<file path="src/rtl/core/chc_pkg.sv">
// Shared types and constants for the compass heading correction filter.
package chc_pkg;

    localparam int NUM_DIRS     = 8;
    localparam int CFG_REGS     = NUM_DIRS / 2 + 1;
    localparam int CFG_IDX_W    = $clog2(CFG_REGS);
    localparam int CFG_DATA_W   = 32;
    localparam int CORDIC_STEPS = 16;
    localparam int DIV_STEPS    = 34;
    localparam int CNT_W        = 6;
    localparam int HEAD_FULL    = 3600;
    localparam int HEAD_HALF    = 1800;
    localparam int DIR_STEP     = 450;
    localparam int CORR_MIN     = -1024;
    localparam int CORR_MAX     = 4607;
    localparam int GAIN_RESET   = 32768;

    // Register indexes of the configuration port.
    localparam logic [CFG_IDX_W-1:0] REG_GAIN = CFG_IDX_W'(NUM_DIRS / 2);

    // Commands from the sequencer to the datapath, one phase per flag.
    typedef struct packed {
        logic       load;
        logic       cordic;
        logic       head;
        logic       sector;
        logic       prep;
        logic       mulb;
        logic       nums;
        logic       div_init;
        logic       div_step;
        logic       sat;
        logic       fmul;
        logic       commit;
        logic [3:0] step;
    } chc_cmd_t;

    // Arctangent of 2^-i in units of 1/65536 tenth-degree.
    function automatic logic signed [28:0] atan_val(input logic [3:0] idx);
        logic signed [28:0] v;
        unique case (idx)
            4'd0:  v = 29'sd29491200;
            4'd1:  v = 29'sd17409672;
            4'd2:  v = 29'sd9198793;
            4'd3:  v = 29'sd4669451;
            4'd4:  v = 29'sd2343787;
            4'd5:  v = 29'sd1173036;
            4'd6:  v = 29'sd586661;
            4'd7:  v = 29'sd293348;
            4'd8:  v = 29'sd146676;
            4'd9:  v = 29'sd73339;
            4'd10: v = 29'sd36669;
            4'd11: v = 29'sd18335;
            4'd12: v = 29'sd9167;
            4'd13: v = 29'sd4584;
            4'd14: v = 29'sd2292;
            4'd15: v = 29'sd1146;
            default: v = '0;
        endcase
        return v;
    endfunction

endpackage

</file>
<file path="src/rtl/core/chc_datapath.sv">
// Datapath: CORDIC, sector correction, divider and circular low-pass filter.
module chc_datapath (
    input  logic                            clk,
    input  logic                            rst_n,
    input  chc_pkg::chc_cmd_t               cmd,
    input  logic                            cfg_write_en,
    input  logic [chc_pkg::CFG_IDX_W-1:0]   cfg_index,
    input  logic [chc_pkg::CFG_DATA_W-1:0]  cfg_data,
    input  logic signed [15:0]              mag_x,
    input  logic signed [15:0]              mag_y,
    output logic [11:0]                     filtered_heading,
    output logic signed [13:0]              corrected_heading
);
    import chc_pkg::*;

    logic [31:0]        offset_reg [NUM_DIRS/2];
    logic [15:0]        gain_reg;
    logic [11:0]        mem_reg;
    logic signed [19:0] cx_reg, cy_reg;
    logic signed [28:0] z_reg;
    logic               skip_reg, xneg_reg, yneg_reg;
    logic [11:0]        h_reg;
    logic signed [17:0] hs_reg;
    logic [2:0]         k_reg;
    logic signed [17:0] den_reg;
    logic signed [19:0] w_reg;
    logic [11:0]        base_reg;
    logic signed [33:0] p1_reg, num_reg;
    logic [33:0]        n_reg;
    logic [16:0]        d_reg, rem_reg;
    logic               neg_reg, dz_reg;
    logic signed [13:0] corr_reg, corr_out_reg;
    logic signed [32:0] prod_reg;

    logic signed [17:0] dofs [NUM_DIRS];

    // Unpack the sector offsets.
    always_comb
    begin
        for (int i = 0; i < NUM_DIRS; i++)
        begin
            dofs[i] = 18'(signed'(offset_reg[i/2][(i%2)*16 +: 16]));
        end
    end

    // Configuration registers.
    always_ff @(posedge clk or negedge rst_n)
    begin
        if (!rst_n)
        begin
            for (int i = 0; i < NUM_DIRS/2; i++)
            begin
                offset_reg[i] <= '0;
            end
            gain_reg <= 16'(GAIN_RESET);
        end
        else if (cfg_write_en)
        begin
            if (cfg_index < REG_GAIN)
            begin
                offset_reg[cfg_index[CFG_IDX_W-2:0]] <= cfg_data;
            end
            else if (cfg_index == REG_GAIN)
            begin
                gain_reg <= cfg_data[15:0];
            end
        end
    end

    // Load and CORDIC vectoring step.
    logic [16:0]        ax, ay;
    logic signed [16:0] xv;
    logic signed [19:0] dx, dy;
    logic signed [28:0] tabv;

    always_comb
    begin
        xv   = (mag_x == 16'sd0) ? 17'sd1 : 17'(mag_x);
        ax   = xv[16] ? 17'(-xv) : 17'(xv);
        ay   = mag_y[15] ? 17'(-17'(mag_y)) : 17'(mag_y);
        dx   = cy_reg >>> cmd.step;
        dy   = cx_reg >>> cmd.step;
        tabv = atan_val(cmd.step);
    end

    // Heading from the angle.
    logic signed [28:0] zc, m;
    logic [10:0]        t;
    logic signed [12:0] hn;

    always_comb
    begin
        zc = z_reg[28] ? 29'sd0 : z_reg;
        m  = xneg_reg ? (29'(HEAD_HALF * 65536) - zc) : zc;
        if (m[28])
        begin
            m = '0;
        end
        t  = m[26:16];
        hn = yneg_reg ? 13'(t) : -13'(t);
        if (hn[12])
        begin
            hn = hn + 13'(HEAD_FULL);
        end
    end

    // Sector search.
    logic signed [17:0] hz, hs_n;
    logic [2:0]         k_n;

    always_comb
    begin
        hz   = 18'(h_reg);
        hs_n = hz;
        k_n  = 3'(NUM_DIRS - 1);
        if (hz < -dofs[0])
        begin
            hs_n = hz + 18'(HEAD_FULL);
        end
        else if (hz < 18'(HEAD_FULL - DIR_STEP) - dofs[NUM_DIRS-1])
        begin
            k_n = 3'(NUM_DIRS - 2);
            for (int i = NUM_DIRS - 2; i >= 1; i--)
            begin
                if (hz < 18'(DIR_STEP * i) - dofs[i])
                begin
                    k_n = 3'(i - 1);
                end
            end
        end
    end

    // Divider step and magnitudes.
    logic [17:0] rem_sh;
    logic        qbit;
    logic signed [34:0] qs, cand;

    always_comb
    begin
        rem_sh = {rem_reg, n_reg[33]};
        qbit   = (rem_sh >= {1'b0, d_reg});
        qs     = neg_reg ? -35'(n_reg) : 35'(n_reg);
        cand   = dz_reg ? 35'(hs_reg) : qs;
    end

    // Filter arithmetic.
    logic signed [15:0] diff;
    logic signed [32:0] qf_w;
    logic signed [16:0] s;

    always_comb
    begin
        diff = 16'(corr_reg) - 16'(mem_reg);
        if (diff > 16'sd1800)
        begin
            diff = diff - 16'(HEAD_FULL);
        end
        else if (diff < -16'sd1800)
        begin
            diff = diff + 16'(HEAD_FULL);
        end
        qf_w = prod_reg[32] ? ((prod_reg + 33'sd32767) >>> 15) : (prod_reg >>> 15);
        s    = 17'(mem_reg) + 17'($signed(qf_w[15:0]));
        if (s >= 17'sd7200)
        begin
            s = s - 17'sd7200;
        end
        if (s >= 17'(HEAD_FULL))
        begin
            s = s - 17'(HEAD_FULL);
        end
        if (s < -17'(HEAD_FULL))
        begin
            s = s + 17'sd7200;
        end
        if (s < 0)
        begin
            s = s + 17'(HEAD_FULL);
        end
    end

    // Working registers of the datapath.
    always_ff @(posedge clk)
    begin
        if (cmd.load)
        begin
            cx_reg   <= 20'(ax);
            cy_reg   <= 20'(ay);
            xneg_reg <= xv[16];
            yneg_reg <= mag_y[15];
            skip_reg <= (ay == 17'd0) || (ax == ay);
            z_reg    <= (ay != 17'd0 && ax == ay) ? atan_val(4'd0) : 29'sd0;
        end
        if (cmd.cordic && !skip_reg)
        begin
            if (!cy_reg[19])
            begin
                cx_reg <= cx_reg + dx;
                cy_reg <= cy_reg - dy;
                z_reg  <= z_reg + tabv;
            end
            else
            begin
                cx_reg <= cx_reg - dx;
                cy_reg <= cy_reg + dy;
                z_reg  <= z_reg - tabv;
            end
        end
        if (cmd.head)
        begin
            h_reg <= 12'(hn);
        end
        if (cmd.sector)
        begin
            hs_reg <= hs_n;
            k_reg  <= k_n;
        end
        if (cmd.prep)
        begin
            den_reg  <= 18'(DIR_STEP) + dofs[k_reg] - dofs[3'(k_reg + 3'd1)];
            w_reg    <= 20'(hs_reg) - 20'(k_reg * 12'(DIR_STEP)) + 20'(dofs[k_reg]);
            base_reg <= 12'(k_reg * 12'(DIR_STEP));
        end
        if (cmd.mulb)
        begin
            p1_reg <= 34'($signed({1'b0, base_reg}) * den_reg);
        end
        if (cmd.nums)
        begin
            num_reg <= p1_reg + 34'(w_reg * 20'sd450);
        end
        if (cmd.div_init)
        begin
            n_reg   <= num_reg[33] ? 34'(-num_reg) : 34'(num_reg);
            d_reg   <= den_reg[17] ? 17'(-den_reg) : 17'(den_reg);
            rem_reg <= '0;
            neg_reg <= num_reg[33] ^ den_reg[17];
            dz_reg  <= (den_reg == 18'sd0);
        end
        if (cmd.div_step)
        begin
            rem_reg <= qbit ? 17'(rem_sh - {1'b0, d_reg}) : rem_sh[16:0];
            n_reg   <= {n_reg[32:0], qbit};
        end
        if (cmd.sat)
        begin
            if (cand < 35'(CORR_MIN))
            begin
                corr_reg <= 14'(CORR_MIN);
            end
            else if (cand > 35'(CORR_MAX))
            begin
                corr_reg <= 14'(CORR_MAX);
            end
            else
            begin
                corr_reg <= 14'(cand);
            end
        end
        if (cmd.fmul)
        begin
            prod_reg <= 33'(diff * $signed({1'b0, gain_reg}));
        end
        if (cmd.commit)
        begin
            corr_out_reg <= corr_reg;
        end
    end

    // Filter memory.
    always_ff @(posedge clk or negedge rst_n)
    begin
        if (!rst_n)
        begin
            mem_reg <= '0;
        end
        else if (cmd.commit)
        begin
            mem_reg <= 12'(s);
        end
    end

    assign filtered_heading  = mem_reg;
    assign corrected_heading = corr_out_reg;

    // The filter memory always holds a heading in range.
    a_mem_range: assert property (@(posedge clk) disable iff (!rst_n)
        mem_reg < 12'(HEAD_FULL))
        else $error("filter memory out of range");

endmodule

</file>
<file path="src/rtl/core/chc_ctrl.sv">
// Sequencer that steps the datapath through one sample and owns the handshakes.
module chc_ctrl (
    input  logic              clk,
    input  logic              rst_n,
    input  logic              in_valid,
    output logic              in_ready,
    output logic              out_valid,
    input  logic              out_ready,
    output chc_pkg::chc_cmd_t cmd
);
    import chc_pkg::*;

    typedef enum logic [3:0] {
        S_IDLE, S_CORD, S_HEAD, S_SECT, S_PREP, S_MULB, S_NUMS,
        S_DIVI, S_DIVS, S_SATS, S_FMUL, S_DONE
    } state_t;

    state_t             state_reg;
    logic [CNT_W-1:0]   cnt_reg;
    logic               out_valid_reg;
    logic               commit;

    assign in_ready  = (state_reg == S_IDLE);
    assign out_valid = out_valid_reg;
    assign commit    = (state_reg == S_DONE) && (!out_valid_reg || out_ready);

    // Command decode.
    always_comb
    begin
        cmd          = '0;
        cmd.step     = cnt_reg[3:0];
        cmd.load     = (state_reg == S_IDLE) && in_valid;
        cmd.cordic   = (state_reg == S_CORD);
        cmd.head     = (state_reg == S_HEAD);
        cmd.sector   = (state_reg == S_SECT);
        cmd.prep     = (state_reg == S_PREP);
        cmd.mulb     = (state_reg == S_MULB);
        cmd.nums     = (state_reg == S_NUMS);
        cmd.div_init = (state_reg == S_DIVI);
        cmd.div_step = (state_reg == S_DIVS);
        cmd.sat      = (state_reg == S_SATS);
        cmd.fmul     = (state_reg == S_FMUL);
        cmd.commit   = commit;
    end

    // State, step counter and result valid flag.
    always_ff @(posedge clk or negedge rst_n)
    begin
        if (!rst_n)
        begin
            state_reg     <= S_IDLE;
            cnt_reg       <= '0;
            out_valid_reg <= 1'b0;
        end
        else
        begin
            if (out_valid_reg && out_ready && !commit)
            begin
                out_valid_reg <= 1'b0;
            end
            unique case (state_reg)
                S_IDLE:
                begin
                    cnt_reg <= '0;
                    if (in_valid)
                    begin
                        state_reg <= S_CORD;
                    end
                end
                S_CORD:
                begin
                    cnt_reg <= cnt_reg + 1'b1;
                    if (cnt_reg == CNT_W'(CORDIC_STEPS - 1))
                    begin
                        state_reg <= S_HEAD;
                    end
                end
                S_HEAD: state_reg <= S_SECT;
                S_SECT: state_reg <= S_PREP;
                S_PREP: state_reg <= S_MULB;
                S_MULB: state_reg <= S_NUMS;
                S_NUMS: state_reg <= S_DIVI;
                S_DIVI:
                begin
                    cnt_reg   <= '0;
                    state_reg <= S_DIVS;
                end
                S_DIVS:
                begin
                    cnt_reg <= cnt_reg + 1'b1;
                    if (cnt_reg == CNT_W'(DIV_STEPS - 1))
                    begin
                        state_reg <= S_SATS;
                    end
                end
                S_SATS: state_reg <= S_FMUL;
                S_FMUL: state_reg <= S_DONE;
                S_DONE:
                begin
                    if (commit)
                    begin
                        out_valid_reg <= 1'b1;
                        state_reg     <= S_IDLE;
                    end
                end
                default: state_reg <= S_IDLE;
            endcase
        end
    end

    // A result is only committed when the output register is free.
    a_commit_free: assert property (@(posedge clk) disable iff (!rst_n)
        commit |-> (!out_valid_reg || out_ready))
        else $error("result committed over an untaken beat");

    // An accepted beat starts the CORDIC.
    a_start: assert property (@(posedge clk) disable iff (!rst_n)
        (in_valid && in_ready) |=> (state_reg == S_CORD))
        else $error("accepted beat did not start the CORDIC");

    // The divider runs exactly its step count.
    a_div_len: assert property (@(posedge clk) disable iff (!rst_n)
        (state_reg == S_DIVS && cnt_reg == CNT_W'(DIV_STEPS - 1)) |=> (state_reg == S_SATS))
        else $error("divider step count wrong");

    // A commit always raises the result valid flag.
    a_commit_valid: assert property (@(posedge clk) disable iff (!rst_n)
        commit |=> out_valid_reg)
        else $error("commit did not present a result");

endmodule

</file>
<file path="src/rtl/core/compass_heading_correct_filter_core.sv">
// Top level of the compass heading correction filter.
// Each accepted X/Y beat yields one result beat of filtered and corrected heading
// in tenths of a degree. The result beat is presented after the 16-step CORDIC
// and the 34-step restoring divider, which share one sequencer; a new sample is
// taken once the previous one has reached the output register, even if that
// result is still waiting, so the core does not accept a new sample until it is
// through with the last one. Offsets and gain must be written through the
// configuration port only while idle; the block itself does not enforce this.
module compass_heading_correct_filter_core (
    input  logic                            clk,
    input  logic                            rst_n,
    input  logic                            in_valid,
    output logic                            in_ready,
    input  logic signed [15:0]              mag_x,
    input  logic signed [15:0]              mag_y,
    output logic                            out_valid,
    input  logic                            out_ready,
    output logic [11:0]                     filtered_heading,
    output logic signed [13:0]              corrected_heading,
    input  logic                            cfg_write_en,
    input  logic [chc_pkg::CFG_IDX_W-1:0]   cfg_index,
    input  logic [chc_pkg::CFG_DATA_W-1:0]  cfg_data
);
    import chc_pkg::*;

    chc_cmd_t cmd;

    chc_ctrl u_ctrl (
        .clk       (clk),
        .rst_n     (rst_n),
        .in_valid  (in_valid),
        .in_ready  (in_ready),
        .out_valid (out_valid),
        .out_ready (out_ready),
        .cmd       (cmd)
    );

    chc_datapath u_datapath (
        .clk               (clk),
        .rst_n             (rst_n),
        .cmd               (cmd),
        .cfg_write_en      (cfg_write_en),
        .cfg_index         (cfg_index),
        .cfg_data          (cfg_data),
        .mag_x             (mag_x),
        .mag_y             (mag_y),
        .filtered_heading  (filtered_heading),
        .corrected_heading (corrected_heading)
    );

endmodule

</file>
<file path="config.mk">
export PLATFORM = sky130hd
export DESIGN_NAME = compass_heading_correct_filter_core
export DESIGN_NICKNAME = d
export VERILOG_FILES = /design/src/rtl/core/chc_pkg.sv /design/src/rtl/core/chc_datapath.sv /design/src/rtl/core/chc_ctrl.sv /design/src/rtl/core/compass_heading_correct_filter_core.sv
export SDC_FILE = /design/constraint.sdc
export NUM_CORES = 2
export LEC_CHECK = 0
export CELL_PAD_IN_SITES_DETAIL_PLACEMENT = 2
export CELL_PAD_IN_SITES_GLOBAL_PLACEMENT = 2
export CORE_MARGIN = 3
export CORE_UTILIZATION = 39
export DETAILED_ROUTE_END_ITERATION = 7
export DONT_BUFFER_PORTS = 1
export PLACE_DENSITY_LB_ADDON = 0.1
export SLEW_MARGIN = 20
export SYNTH_ARGS = -nofsm -noshare
export SYNTH_HDL_FRONTEND = slang
export SYNTH_SLANG_ARGS = --single-unit
</file>
<file path="constraint.sdc">
create_clock -name clk -period 9.2 [get_ports clk]
set_input_delay 0.92 -clock clk [delete_from_list [all_inputs] [get_ports clk]]
set_output_delay 0.92 -clock clk [all_outputs]
set_load 0.02 [all_outputs]
</file>
=== Yosys cells after proc, flatten, opt, wreduce, memory -nomap -nowiden ===
Memories as Yosys holds them, arrays and structs flattened.
Index checks and enable logic that the tools add are counted.

* Register bits: 514
* Memory bits (read-only): 400
* Bits of input ports: 72
* Memories kept: 1

{| class="wikitable"
|+ Memory list
! memory !! words !! bits a word !! rd ports !! clocked after Yosys merged registers in !! write ports !! RTL line !! source
|-
| (no name shown) || 16 || 25 || 1 || 0 || 0 || chc_pkg.sv:41 || <nowiki>unique case (idx)</nowiki>
|}

* Add/subtract/negate cells: 40
* Multiply operators: 5
* Order comparisons: 22
* Equality and inequality tests: 19
* Shifts and indexed selects: 2
* Muxes and demuxes: 60
* Bitwise logic cells: 6
* Reductions and logical operators: 27

{| class="wikitable"
|+ Operator list
! operator !! count
|-
| 17-bit two-way mux || 10
|-
| 13-bit by 18-bit < comparator with 1-bit output || 8
|-
| 128-bit bitwise mux || 1
|-
| 20-bit two-way mux || 6
|-
| 29-bit two-way mux || 4
|-
| 18-bit binary-select mux with 3-bit select || 2
|-
| 34-bit two-way mux || 3
|-
| 18-bit two-way mux || 4
|-
| 35-bit two-way mux || 2
|-
| 32-bit demux with 2-bit select || 1
|-
| 20-bit adder || 3
|-
| 13-bit by 16-bit subtractor with 17-bit output, first input constant || 3
|-
| 16-bit two-way mux || 3
|-
| 4-bit one-hot mux with 12 select lines || 1
|-
| 20-bit by 4-bit >>> shifter with 20-bit output || 2
|-
| 20-bit subtractor || 2
|-
| 12-bit two-way mux || 3
|-
| 35-bit by 14-bit greater-than comparator with 1-bit output, second input constant || 1
|-
| 35-bit by 11-bit < comparator with 1-bit output, second input constant || 1
|-
| 34-bit negation with 35-bit output || 1
|-
| 34-bit adder || 1
|-
| 17-bit negation || 2
|-
| 34-bit negation || 1
|-
| 12-bit by 16-bit subtractor with 17-bit output, first input constant || 2
|-
| other kinds (77) || 114
|}

=== Longest topological paths before layout ===
* Depth after elaboration: 11
* Depth in mapped cells: 49

=== By module ===
Synthesis repeated with hierarchy kept, for this count alone.

* Cell total of the unflattened synthesis: 6,188
* Area total of the unflattened synthesis: 57,752.9 sq um

{| class="wikitable"
|+ Modules (own cells, without submodules)
! module !! instances !! cells an instance !! area each (sq um)
|-
| chc_datapath || 1 || 6,104 || 56,965.9
|-
| chc_ctrl || 1 || 84 || 787.0
|}

=== Worst setup path after synthesis ===
No wires, ideal clock.

* Path kind: register -> register
* Start: reg u_datapath.mem_reg[0], in the netlist u_datapath.filtered_heading[0]
* End: reg u_datapath.prod_reg[27], data pin
* Library setup time: 0.266 ns
* Arrival time: 9.429 ns
* Setup slack: -0.495 ns
* Stages on the path, launching flop included: 45
* Buffers on the path: 2
* Clock period less this slack: 9.695 ns
* Cell sequence: dfrtp_1 -> ha_1 -> inv_1 -> fa_1 -> a21o_1 -> a21oi_1 -> o21ai_0 -> a21oi_1 -> o21ai_0 -> a21oi_1 -> o21ai_0 -> a21oi_1 -> o21ai_0 -> a21oi_1 -> xnor2_1 -> nor2_1 -> o211ai_1 -> and2_1 -> (+9 left out) -> fa_1 -> fa_1 -> inv_1 -> fa_1 -> fa_1 -> ha_1 -> inv_1 -> o21bai_1 -> a21oi_1 -> o21bai_1 -> a21oi_1 -> o21bai_1 -> a21oi_1 -> o21a_1 -> nor2_1 -> a21o_1 -> o41ai_1 -> xnor2_1

* Word-level cells in the longest chain between the ends: 5

{| class="wikitable"
|+ Ends and longest elaborated chain
! element !! RTL line !! source
|-
| start: declaration || chc_datapath.sv:18 || <nowiki>logic [11:0] mem_reg;</nowiki>
|-
| start signal: assignment || chc_datapath.sv:279 || <nowiki>mem_reg <= 12'(s);</nowiki>
|-
| 14-bit by 13-bit subtractor with 15-bit output * || chc_datapath.sv:153 || <nowiki>diff = 16'(corr_reg) - 16'(mem_reg);</nowiki>
|-
| 16-bit by 13-bit adder with 16-bit output / 16-bit by 12-bit < comparator with 1-bit output (equally long branches) || chc_datapath.sv:160, chc_datapath.sv:158 ||
|-
| 16-bit two-way mux || chc_datapath.sv:158 || <nowiki>else if (diff < -16'sd1800)</nowiki>
|-
| 16-bit two-way mux * || chc_datapath.sv:154 || <nowiki>if (diff > 16'sd1800)</nowiki>
|-
| 16-bit by 17-bit multiplier with 33-bit output * || chc_datapath.sv:262 || <nowiki>prod_reg <= 33'(diff * $signed({1'b0, gain_reg}));</nowiki>
|-
| end signal: assignment || chc_datapath.sv:262 ||
|-
| end: declaration || chc_datapath.sv:33 || <nowiki>logic signed [32:0] prod_reg;</nowiki>
|}

Every way passes the cells marked *; elsewhere a longest branch is shown, timed or not.
A chain may end at the register's enable or synchronous reset.

=== Worst setup path in the final report ===
* Start: reg u_datapath.corr_reg[0]
* End: reg u_datapath.prod_reg[30], data pin

* Word-level cells in the longest chain between the ends: 5

{| class="wikitable"
|+ Ends and longest elaborated chain
! element !! RTL line !! source
|-
| start: declaration || chc_datapath.sv:32 || <nowiki>logic signed [13:0] corr_reg, corr_out_reg;</nowiki>
|-
| start signal: assignment || chc_datapath.sv:249 || <nowiki>corr_reg <= 14'(CORR_MIN);</nowiki>
|-
| start signal: assignment || chc_datapath.sv:253 || <nowiki>corr_reg <= 14'(CORR_MAX);</nowiki>
|-
| start signal: assignment || chc_datapath.sv:257 || <nowiki>corr_reg <= 14'(cand);</nowiki>
|-
| 14-bit by 13-bit subtractor with 15-bit output * || chc_datapath.sv:153 ||
|-
| 16-bit by 13-bit adder with 16-bit output / 16-bit by 12-bit < comparator with 1-bit output (equally long branches) || chc_datapath.sv:160, chc_datapath.sv:158 ||
|-
| 16-bit two-way mux || chc_datapath.sv:158 ||
|-
| 16-bit two-way mux * || chc_datapath.sv:154 ||
|-
| 16-bit by 17-bit multiplier with 33-bit output * || chc_datapath.sv:262 ||
|}

Marked as above.

==> flow_metrics.env <==
export IMPL_status="finished with violations"
export IMPL_violations="negative setup slack"
export IMPL_ios=100
export IMPL_port_buffers=0
export IMPL_yosysMostFrequentCell="inv_1"
export IMPL_grt_pass1_wl_um=305000
export IMPL_viasPerCell=5.62
export IMPL_path_class="flop to flop"
export IMPL_ys_async_sr_fraction_pct=33.0
export IMPL_synth_area_um2=57900
export IMPL_antenna_found_initial=12
export IMPL_rows=140
export IMPL_clk_pin_slew_ns=0.06
export IMPL_cpPeakStageDelay_ns=0.62
export IMPL_finalCritPeriodShare_pct=104
export IMPL_reg2reg_from="u_datapath.corr_reg[0]"
export IMPL_clock_skew_ns=0.0484
export IMPL_maxCapViolations=0
export IMPL_yosysSeqAreaShare_pct=24.8
export IMPL_cts_made_buffers=70
export IMPL_clock_path_buffers=3
export IMPL_core_area_um2=147000
export IMPL_grt_overflow=0
export IMPL_grt_pass1_vias=51391
export IMPL_wl_per_cell_um=24.1
export IMPL_fmax_mhz=104
export IMPL_cp_arrival_ns=10.03
export IMPL_nNetsFinal=7333
export IMPL_synth_warnings=0
export IMPL_die_w_um=391
export IMPL_gr_usage_all_layers_pct=25.5
export IMPL_antenna_left=0
export IMPL_cts_htree_levels=3
export IMPL_r2r_setup_slack_ns=-0.41
export IMPL_hold_violations=0
export IMPL_tightest_slew_ns=1.11
export IMPL_drc=0
export IMPL_fill_cells=15664
export IMPL_fin_ws_ns=-0.406
export IMPL_gp_congestion=0.826
export IMPL_synthCells=6195
export IMPL_cts_root_buf="clkbuf_16"
export IMPL_crit_path_start_kind="flop"
export IMPL_drive_gt1_share_pct=12.8
export IMPL_via_count=46444
export IMPL_dr_pass1_iters=5
export IMPL_synth_ff_type="edfxtp_1"
export IMPL_syn_area_per_cell_um2=9.35
export IMPL_synth_seq_cells=506
export IMPL_cp_max_fo=5
export IMPL_first_iter_violations=2369
export IMPL_fin_crit_ns=9.61
export IMPL_crit_slowest_cell="fa_1"
export IMPL_cts_tree="built"
export IMPL_initial_utilization_pct=39.5
export IMPL_grt_start_max_net_pins=167
export IMPL_synth_commonest_cells="inv_1 (716), ha_1 (598), nand2_1 (596)"
export IMPL_cts_sinks=506
export IMPL_synth_top_area_cell="edfxtp_1"
export IMPL_rsz0062_at_grt="true"
export IMPL_wirelength_um=199000
export IMPL_synth_edff_count=339
export IMPL_maxSlewViolCount=0
export IMPL_r2r_end="u_datapath.prod_reg[30]"
export IMPL_netlist_top_cells_area="edfxtp_1 (18%), fa_1 (13%), ha_1 (13%)"
export IMPL_path_common_cell="a21oi_2"
export IMPL_end_kind="flop"
export IMPL_r2r_cells=43
export IMPL_crit_required_ns=9.62
export IMPL_hpwl_um=153000
export IMPL_dieArea_um2=153000
export IMPL_ys_types=114
export IMPL_syn_num_nets=7244
export IMPL_final_util_pct=44.2
export IMPL_largest_reg_flops=128
export IMPL_die_height_um=391
export IMPL_maxSlewHeadroom_pct=26.2
export IMPL_clock_latency_ns=0.69
export IMPL_syn_to_final_growth_pct=11.9
export IMPL_hold_path_class="primary input to asynchronous set/reset pin"
export IMPL_netlist_area_leader_share_pct=17.6
export IMPL_setup_viol=14
[timing repair]
item | 4_1_cts | 5_1_grt
hold endpoints to repair | 166 | 0
gates cloned | 0 | 0
pin swaps | 118 | 84
hold buffers | 1 | 0
setup buffers | 34 | 16
setup endpoints to repair | 18 | 20
gates resized for setup | 129 | 86
[stage by stage]
| stage | instances | setup TNS, ns | setup WS, ns | hold WS, ns | area (um^2) |
|---|---|---|---|---|---|
| 3_3_place_gp | 8075 | -6.08 | -0.641 | 0.537 | 61100 |
| 4_1_cts | 8237 | -0.540 | -0.157 | 0.0259 | 64200 |
| 6_report | 8258 | -3.85 | -0.406 | 0.0783 | 64800 |
| 5_1_grt | 8257 | -10.16 | -0.853 | 0.0391 | 64800 |
| 3_5_place_dp | 8075 | -12.68 | -1.13 | 0.536 | 61100 |
| 2_1_floorplan | 6195 | 0 | 0.00238 | 0.426 | 58000 |
[cell families after synthesis]
family / share of synthesized area, %
simple gates: 15.1
compound gates: 12.7
fa+ha+maj: 26.1
buf+inv: 6.08
xor+xnor: 8.23
flops: 24.8
mux: 6.97
[final cells by class]
cell class	count	area, um^2	share of cell area, %
Multi-Input combinational cell	4754	41000	63.3
Sequential cell	506	14400	22.2
Inverter	721	2710	4.19
Tap cell	1917	2400	3.70
Timing Repair Buffer	231	1940	3.00
Clock buffer	83	1830	2.82
Clock inverter	45	554	0.855
Antenna cell	1	2.50	0.00386
[placed cells by master (no fill, tap or decap), drive strengths merged, types with 48 or more instances in the layout]
cell type | Yosys | routed
xor2 | 233 | 233
mux2 | 159 | 159
xnor2 | 305 | 305
ha | 598 | 598
nand2 | 597 | 597
a21oi | 301 | 301
mux4 | 71 | 71
or3 | 60 | 60
a21boi | 49 | 49
dfrtp | 166 | 166
a21o | 111 | 111
mux2i | 64 | 64
nor2b | 101 | 101
fa | 379 | 379
inv | 719 | 727
nand3 | 81 | 81
nor3 | 119 | 119
nor2 | 341 | 341
o21bai | 48 | 48
clkbuf | 179 | 83
o21ai | 338 | 338
buf | 35 | 231
and2 | 188 | 188
nand2b | 87 | 87
edfxtp | 339 | 339
[worst max-delay path by stage]
stage,end,start,depth (start not counted),slack (ns)
6_report,u_datapath.prod_reg[30],u_datapath.corr_reg[0],43,-0.41
5_1_grt,u_datapath.prod_reg[27],u_datapath.corr_reg[0],47,-0.85
4_1_cts,u_datapath.prod_reg[29],u_datapath.corr_reg[0],43,-0.16
3_5_place_dp,u_datapath.prod_reg[30],u_datapath.filtered_heading[1],44,-1.13
3_3_place_gp,u_datapath.prod_reg[30],u_datapath.filtered_heading[1],44,-0.64
2_1_floorplan,u_datapath.prod_reg[29],u_datapath.filtered_heading[0],44,0.002
[per-layer routing]
metal / track usage (%) / vias to the layer above / share of wire, %
met1: 35.0 / 24171 / 46
met5: 0 / - / 0
met4: 4.91 / 0 / 2.2
met2: 43.8 / 595 / 49
li1: - / 21483 / -
met3: 2.49 / 195 / 3.1
[critical path, delay by kind of cell (launching register included)]
kind                     cells  cell delay [ns]
adder cells (fa/ha/maj)      9             3.86
AND/OR/NAND/NOR              6             0.99
flip-flops                   1             0.41
AO/OA/AOI/OAI               18             2.97
buffers and inverters        8             0.76
XOR/XNOR                     2             0.36
Power is not shown: default switching activity piles up to over one toggle a cycle in this logic, so the estimate is an artifact.
